--- config.mk ---
export PLATFORM = sky130hd
export DESIGN_NAME = cscv_front
export DESIGN_NICKNAME = d
export VERILOG_FILES = /design/src/sv/cscv_pkg.sv /design/src/sv/cscv_front.sv
export SDC_FILE = /design/constraint.sdc
export NUM_CORES = 2
export LEC_CHECK = 0
export ABC_CLOCK_PERIOD_IN_PS = 3200
export BUFFER_PORTS_ARGS = -buffer_cell sky130_fd_sc_hd__buf_4
export CAP_MARGIN = 10
export CORE_UTILIZATION = 45
export DETAILED_ROUTE_END_ITERATION = 8
export GPL_TIMING_DRIVEN = 1
export SYNTH_ARGS = -nofsm -noshare
export SYNTH_HDL_FRONTEND = slang
export SYNTH_SLANG_ARGS = --single-unit
--- constraint.sdc ---
create_clock -name clk -period 3.2 [get_ports clk]
set_input_delay 0.64 -clock clk [delete_from_list [all_inputs] [get_ports clk]]
set_output_delay 0.64 -clock clk [all_outputs]
set_load 0.01 [all_outputs]
--- src/sv/cscv_pkg.sv ---
// ----------------------------------------------------------------------------
// cscv_pkg: shared types and constants
// Mode codes, the CORDIC arctangent table and the per-stage control word.
// ----------------------------------------------------------------------------
package cscv_pkg;

	localparam int CORDIC_STEPS = 30;
	localparam int ISQRT_STEPS  = 32;
	localparam int NUM_CELLS    = ISQRT_STEPS;
	localparam int ZW           = 34;
	localparam int OUT_W        = 33;

	localparam logic [2:0] MODE_REAL  = 3'd0;
	localparam logic [2:0] MODE_IMAG  = 3'd1;
	localparam logic [2:0] MODE_PHASE = 3'd2;
	localparam logic [2:0] MODE_AMPL  = 3'd3;
	localparam logic [2:0] MODE_INTEN = 3'd4;
	localparam logic [2:0] MODE_RESET = MODE_AMPL;

	localparam logic signed [ZW-1:0] HALF_PI_Q30 = 34'sd1686629713;
	localparam logic [OUT_W-1:0] OUT_MAX = 33'h0_FFFF_FFFF;

	// arctan(2^-i) in Q.30 radians
	localparam logic [31:0] ATAN_Q30 [CORDIC_STEPS] = '{
		32'd843314856, 32'd497837829, 32'd263043836, 32'd133525158, 32'd67021686,
		32'd33543515, 32'd16775850, 32'd8388437, 32'd4194282, 32'd2097149,
		32'd1048576, 32'd524288, 32'd262144, 32'd131072, 32'd65536,
		32'd32768, 32'd16384, 32'd8192, 32'd4096, 32'd2048,
		32'd1024, 32'd512, 32'd256, 32'd128, 32'd64,
		32'd32, 32'd16, 32'd8, 32'd4, 32'd2
	};

	typedef struct packed {
		logic       valid;
		logic       last;
		logic [2:0] mode;
		logic       zero;   // both parts zero: phase is 0
		logic       sat;    // sum of squares too large for amplitude
	} cell_ctrl_t;

endpackage

--- src/sv/cscv_front.sv ---
// ----------------------------------------------------------------------------
// cscv_front: input stages
// Squares and CORDIC quarter-turn prep (s1), sum of squares and flags (s2).
// ----------------------------------------------------------------------------
module cscv_front #(
	parameter int SW = 16,
	parameter int XW = SW + 26,
	parameter int SDW = 2 * SW + 33
) (
	input  logic                   clk,
	input  logic                   arst_n,
	input  logic                   en,
	input  logic                   in_valid,
	input  logic signed [SW-1:0]   re,
	input  logic signed [SW-1:0]   im,
	input  logic                   last,
	input  logic [2:0]             mode,
	output cscv_pkg::cell_ctrl_t   ctrl_o,
	output logic signed [XW-1:0]   x_o,
	output logic signed [XW-1:0]   y_o,
	output logic signed [cscv_pkg::ZW-1:0] z_o,
	output logic [63:0]            rem_o,
	output logic [63:0]            res_o,
	output logic [SDW-1:0]         side_o
);
	import cscv_pkg::*;

	localparam int SQW = 2 * SW + 1;

	cell_ctrl_t            ctrl_s1, ctrl_s2;
	logic signed [SW-1:0]  re_s1, im_s1, re_s2, im_s2;
	logic [2*SW-1:0]       sqr_s1, sqi_s1;
	logic signed [XW-1:0]  x_s1, y_s1, x_s2, y_s2;
	logic signed [ZW-1:0]  z_s1, z_s2;
	logic [63:0]           rem_s2;
	logic [OUT_W-1:0]      inten_s2;

	logic signed [XW-1:0]  xp, yp, xn, yn;
	logic signed [ZW-1:0]  zn;
	logic signed [2*SW-1:0] pr, pi;
	logic [SQW-1:0]        sum;

	always_comb begin
		xp = XW'(re) <<< 24;
		yp = XW'(im) <<< 24;
		xn = xp;
		yn = yp;
		zn = '0;
		if (xp < 0) begin
			if (yp >= 0) begin
				xn = yp;
				yn = -xp;
				zn = HALF_PI_Q30;
			end else begin
				xn = -yp;
				yn = xp;
				zn = -HALF_PI_Q30;
			end
		end
		pr = re * re;
		pi = im * im;
		sum = SQW'(sqr_s1) + SQW'(sqi_s1);
	end

	always_ff @(posedge clk or negedge arst_n) begin
		if (!arst_n) begin
			ctrl_s1 <= '0;
			ctrl_s2 <= '0;
		end else if (en) begin
			ctrl_s1 <= '{valid: in_valid, last: last, mode: mode,
			             zero: (re == 0) && (im == 0), sat: 1'b0};
			ctrl_s2 <= '{valid: ctrl_s1.valid, last: ctrl_s1.last, mode: ctrl_s1.mode,
			             zero: ctrl_s1.zero, sat: (sum >> 48) != 0};
		end
	end

	always_ff @(posedge clk) begin
		if (en) begin
			re_s1    <= re;
			im_s1    <= im;
			sqr_s1   <= pr;
			sqi_s1   <= pi;
			x_s1     <= xn;
			y_s1     <= yn;
			z_s1     <= zn;
			re_s2    <= re_s1;
			im_s2    <= im_s1;
			x_s2     <= x_s1;
			y_s2     <= y_s1;
			z_s2     <= z_s1;
			rem_s2   <= 64'(sum) << 16;
			inten_s2 <= ((sum >> 32) != 0) ? OUT_MAX : OUT_W'(sum);
		end
	end

	assign ctrl_o = ctrl_s2;
	assign x_o    = x_s2;
	assign y_o    = y_s2;
	assign z_o    = z_s2;
	assign rem_o  = rem_s2;
	assign res_o  = '0;
	assign side_o = {re_s2, im_s2, inten_s2};

endmodule

---- After elaboration in Yosys (flattened, before gate mapping) ----
Index checks and enable logic that the tools add are counted.
storage, ports and cells
  output and inout bits ................... 318
  bits in registers ....................... 442
operators by class
  multiplexer cells ....................... 5
  reductions and logical operators ........ 5
  $mul .................................... 2
  bitwise gates (word level) .............. 1
  add/subtract/negate cells ............... 3
  order comparisons ....................... 2
operators with widths
  cell                                                                                  count
  42-bit 2-to-1 mux                                                                     4
  40-bit negator with 42-bit output                                                     2
  32-bit logical NOT                                                                    2
  16-bit by 16-bit multiplier with 32-bit output                                        2
  40-bit by 1-bit greater-or-equal comparator with 1-bit output, second input constant  1
  40-bit by 1-bit less-than comparator with 1-bit output, second input constant         1
  34-bit 2-to-1 mux                                                                     1
  32-bit by 32-bit adder with 33-bit output                                             1
  2-bit AND reduction                                                                   1
  2-bit OR reduction                                                                    1
  1-bit logical AND                                                                     1
  1-bit NOT                                                                             1

---- Depth between registers and ports, before layout ----
  depth in word-level cells ............... 3
  depth in mapped cells ................... 26
  mapped depth without buffers ............ 24

---- Worst setup path before layout ----
No wires, ideal clock.
  path type ............................... input to register
  start point ............................. in re[15]
  end point ............................... reg sqr_s1[30] (data pin)
  data required time ...................... 2.943 ns
  buffers on the path ..................... 2
  stages .................................. 23
  path slack .............................. -3.712 ns
  arrival ................................. 6.655 ns
  setup time .............................. 0.257 ns
  cell sequence ........................... inv_1 -> clkbuf_1 -> clkbuf_1 -> nor2_1 -> fa_1 -> inv_1 -> fa_1 -> inv_1 -> fa_1 -> fa_1 -> fa_1 -> inv_1 -> fa_1 -> inv_1 -> ha_1 -> nand4_1 -> or4_1 -> o211ai_1 -> o211ai_1 -> a31oi_1 -> o21ai_0 -> nand2_1 -> xor2_1
between the ends
  cells in the longest elaborated chain, start to end .. 1
RTL lines
  what                                            RTL line          source
  start, declared                                 cscv_front.sv:14  input logic signed [SW-1:0] re,
  16-bit by 16-bit multiplier with 32-bit output  cscv_front.sv:60  pr = re * re;
  net pr[30]                                      cscv_front.sv:40  logic signed [2*SW-1:0] pr, pi;
  end signal, assigned                            cscv_front.sv:81  sqr_s1 <= pr;
  end, declared                                   cscv_front.sv:32  logic [2*SW-1:0] sqr_s1, sqi_s1;
The timed path passes the listed nets, and every way through them passes these cells.
A chain may end at the register's enable or synchronous reset.

---- Worst setup path after layout ----
Same ends and word-level chain as after synthesis.

==> impl_metrics.json <==
{
  "outcome": "finished, violations left",
  "failed_checks": "setup timing",
  "end_kind": "flip-flop",
  "hold_class": "input pin to flip-flop",
  "first_global_vias": 24116,
  "nFillCells": 5461,
  "cts_tree": "built",
  "min_path_cells": 1,
  "drt-total-wl_mm": 78.6,
  "dr_total_vias": 21880,
  "placed_area_um2": 37000,
  "final_common_cell": "buf_4",
  "io_pins": 358,
  "r2r_start": "sqr_s1[12]",
  "wl_per_cell_um": 17.4,
  "r2r_end": "inten_s2[24]",
  "synth_edf_count": 267,
  "layout_common_cells": "buf_4 (625), inv_1 (581), fa_1 (433)",
  "critPathMaxFanout": 7,
  "drtIter0Drc": 1044,
  "syn_avg_cell_area_um2": 10.5,
  "synth_top_cell_by_area": "fa_1",
  "worst_hold_startpoint": "re[9]",
  "setup_ws_ns": -2.65,
  "required_ns": 3.48,
  "grt_pass1_wl_mm": 125,
  "viasPerCell": 4.85,
  "grt_max_degree": 94,
  "ff_latch_area_um2": 8320,
  "dieArea_um2": 69000,
  "area_growth_pct": 35.5,
  "fin_cells": 4509,
  "place_congestion": 0.899,
  "relSlewSlack_pct": 36.8,
  "portBuffers": 212,
  "rows": 95,
  "initial_core_util_pct": 45.5,
  "path_clk_slew_ns": 0.06,
  "grt_use_total_pct": 23.1,
  "die_w_um": 263,
  "pre_cts_ws_ns": -3.51,
  "fin_skew_ns": 0.0333,
  "fin_crit_sh_pct": 183,
  "reg2regPathDepth": 13,
  "die_y_um": 263,
  "maxCapViolCount": 0,
  "synthFlopType": "edfxtp_1",
  "tns_ns": -108.00,
  "cts_sinks": 279,
  "nNetsFinal": 4343,
  "cts_buffers": 34,
  "fmax_mhz": 171,
  "final-hold-violation-count": 0,
  "final_area_um2": 41400,
  "drtAntennaViolNets": 0,
  "synth-seq-area-share_pct": 27.2,
  "core_um2": 67200,
  "h-tree-depth": 2,
  "arrival_ns": 6.13,
  "dp.cells": 4363,
  "clk_latency_ns": 0.56,
  "min_to": "re_s1[9]",
  "start_kind": "input pin",
  "syn_area_um2": 30600,
  "grt-ovfl-total": 0,
  "timing.reg2reg.setup_slack_ns": 0.04,
  "dp_hpwl_mm": 62.2,
  "synth_top_area_share_pct": 30.7,
  "ys_ff_latch": 279,
  "synth_area_leaders": "fa_1 (31%), edfxtp_1 (26%), ha_1 (9.1%)",
  "yosysWarnings": 0,
  "synth_cell_type_count": 69,
  "grt_setup_unrepaired": "true",
  "layout-drive-gt1-share_pct": 37.3,
  "drc": 0,
  "min_period_ns": 5.85,
  "antenna_found_initial": 1,
  "setup_viol": 80,
  "clk_path_buf_depth": 3,
  "ys_async_sr_fraction_pct": 4.30,
  "crit_type": "input pin to flip-flop",
  "root_buffer": "clkbuf_16",
  "first_pass_iters": 5,
  "drv_slew": 0,
  "multiInputGateArea_um2": 21100,
  "worst_slew_pin_slew_ns": 0.948,
  "synthCells": 2903
}
## synth_stat cells, types with 45 or more instances
library cell and count:
ha_1 222, nor2_1 162, clkbuf_1 62, buf_4 176
edfxtp_1 267, a21o_1 45, xnor2_1 106, fa_1 469
inv_1 679, a21oi_1 100, nand2_1 184, and2_1 54
## final cells by class
type / count / share of cell area [%]
Clock inverter: 18 / 0.468
Antenna cell: 1 / 0.00604
Sequential cell: 279 / 20.1
Clock buffer: 41 / 2.17
Multi-Input combinational cell: 1825 / 51.0
Inverter: 693 / 6.64
Timing Repair inverter: 1 / 0.0211
Tap cell: 873 / 2.64
Timing Repair Buffer: 778 / 17.0
## per-stage QoR
| stage | hold WS [ns] | utilization, % |
|---|---|---|
| after floorplan | 0.344 | - |
| after global placement | 0.401 | 55.1 |
| after detailed placement | 0.405 | 55.1 |
| after CTS | 0.261 | 59.5 |
| after global routing | 0.261 | 61.7 |
| final | 0.288 | 61.7 |
## critical path, cell delays in order
cell and delay [ns]:
buf_16 0.14, buf_12 0.13, nand2_4 0.06, inv_2 0.04, fa_1 0.52, inv_2 0.04, fa_1 0.53, inv_1 0.05
fa_1 0.45, fa_1 0.48, fa_1 0.51, inv_2 0.04, fa_1 0.51, inv_2 0.05, ha_4 0.21, nand4_1 0.12
buf_4 0.15, nor2_4 0.04, buf_6 0.11, a41oi_2 0.16, o211ai_1 0.11, buf_4 0.17, o211ai_1 0.30, a31oi_2 0.17
o21ai_1 0.15, nand2_1 0.07, xor2_1 0.16
## per-layer routing
metal / track usage (%) / wire length, um / vias up
met5: 0 / 0 / -
met4: 7.92 / 3000 / 0
met3: 4.07 / 4060 / 124
met2: 40.9 / 39600 / 486
met1: 28.4 / 32000 / 11117
li1: - / - / 10153
## flip-flops by register name, indices dropped and copies added (netlist names), 18 cells and up
signal and flops:
inten_s2 32, rem_o 33, sqi_s1 30, sqr_s1 30, x_o 18, x_s1 18
y_o 18, y_s1 18
## how the worst max path moves through the flow
stage,from,endpoint,slack (ns),cells past startpoint
6_report,re[15],sqr_s1[30],-2.65,27
3_3_place_gp,re[15],sqr_s1[31],-3.41,20
2_1_floorplan,re[15],sqr_s1[30],-3.00,23
3_5_place_dp,re[15],sqr_s1[31],-3.51,20
5_1_grt,re[15],sqr_s1[30],-2.85,27
4_1_cts,re[15],sqr_s1[29],-2.57,25
## repair_timing
item,4_1_cts,5_1_grt
setup endpoints to repair,97,111
pin swaps,172,175
resized for setup,380,235
cloned,4,6
buffers inserted,45,58
hold buffers,1,0
endpoints found under the hold margin,12,0
## logic make-up (layout without fill, tap and decap cells)
group	count (synthesis)	after routing	share of synthesized area [%]
adders and majority gates	691	691	39.8
AOI/OAI and AO/OA	317	317	6.88
buffers and inverters	944	1531	13.8
muxes	15	15	0.544
DFF	279	279	27.2
other	1	146	0.0123
xor gates and xnor gates	143	143	4.10
and+or+nand+nor	513	514	7.63
Power is not shown: default switching activity piles up to over one toggle a cycle in this logic, so the estimate is an artifact.
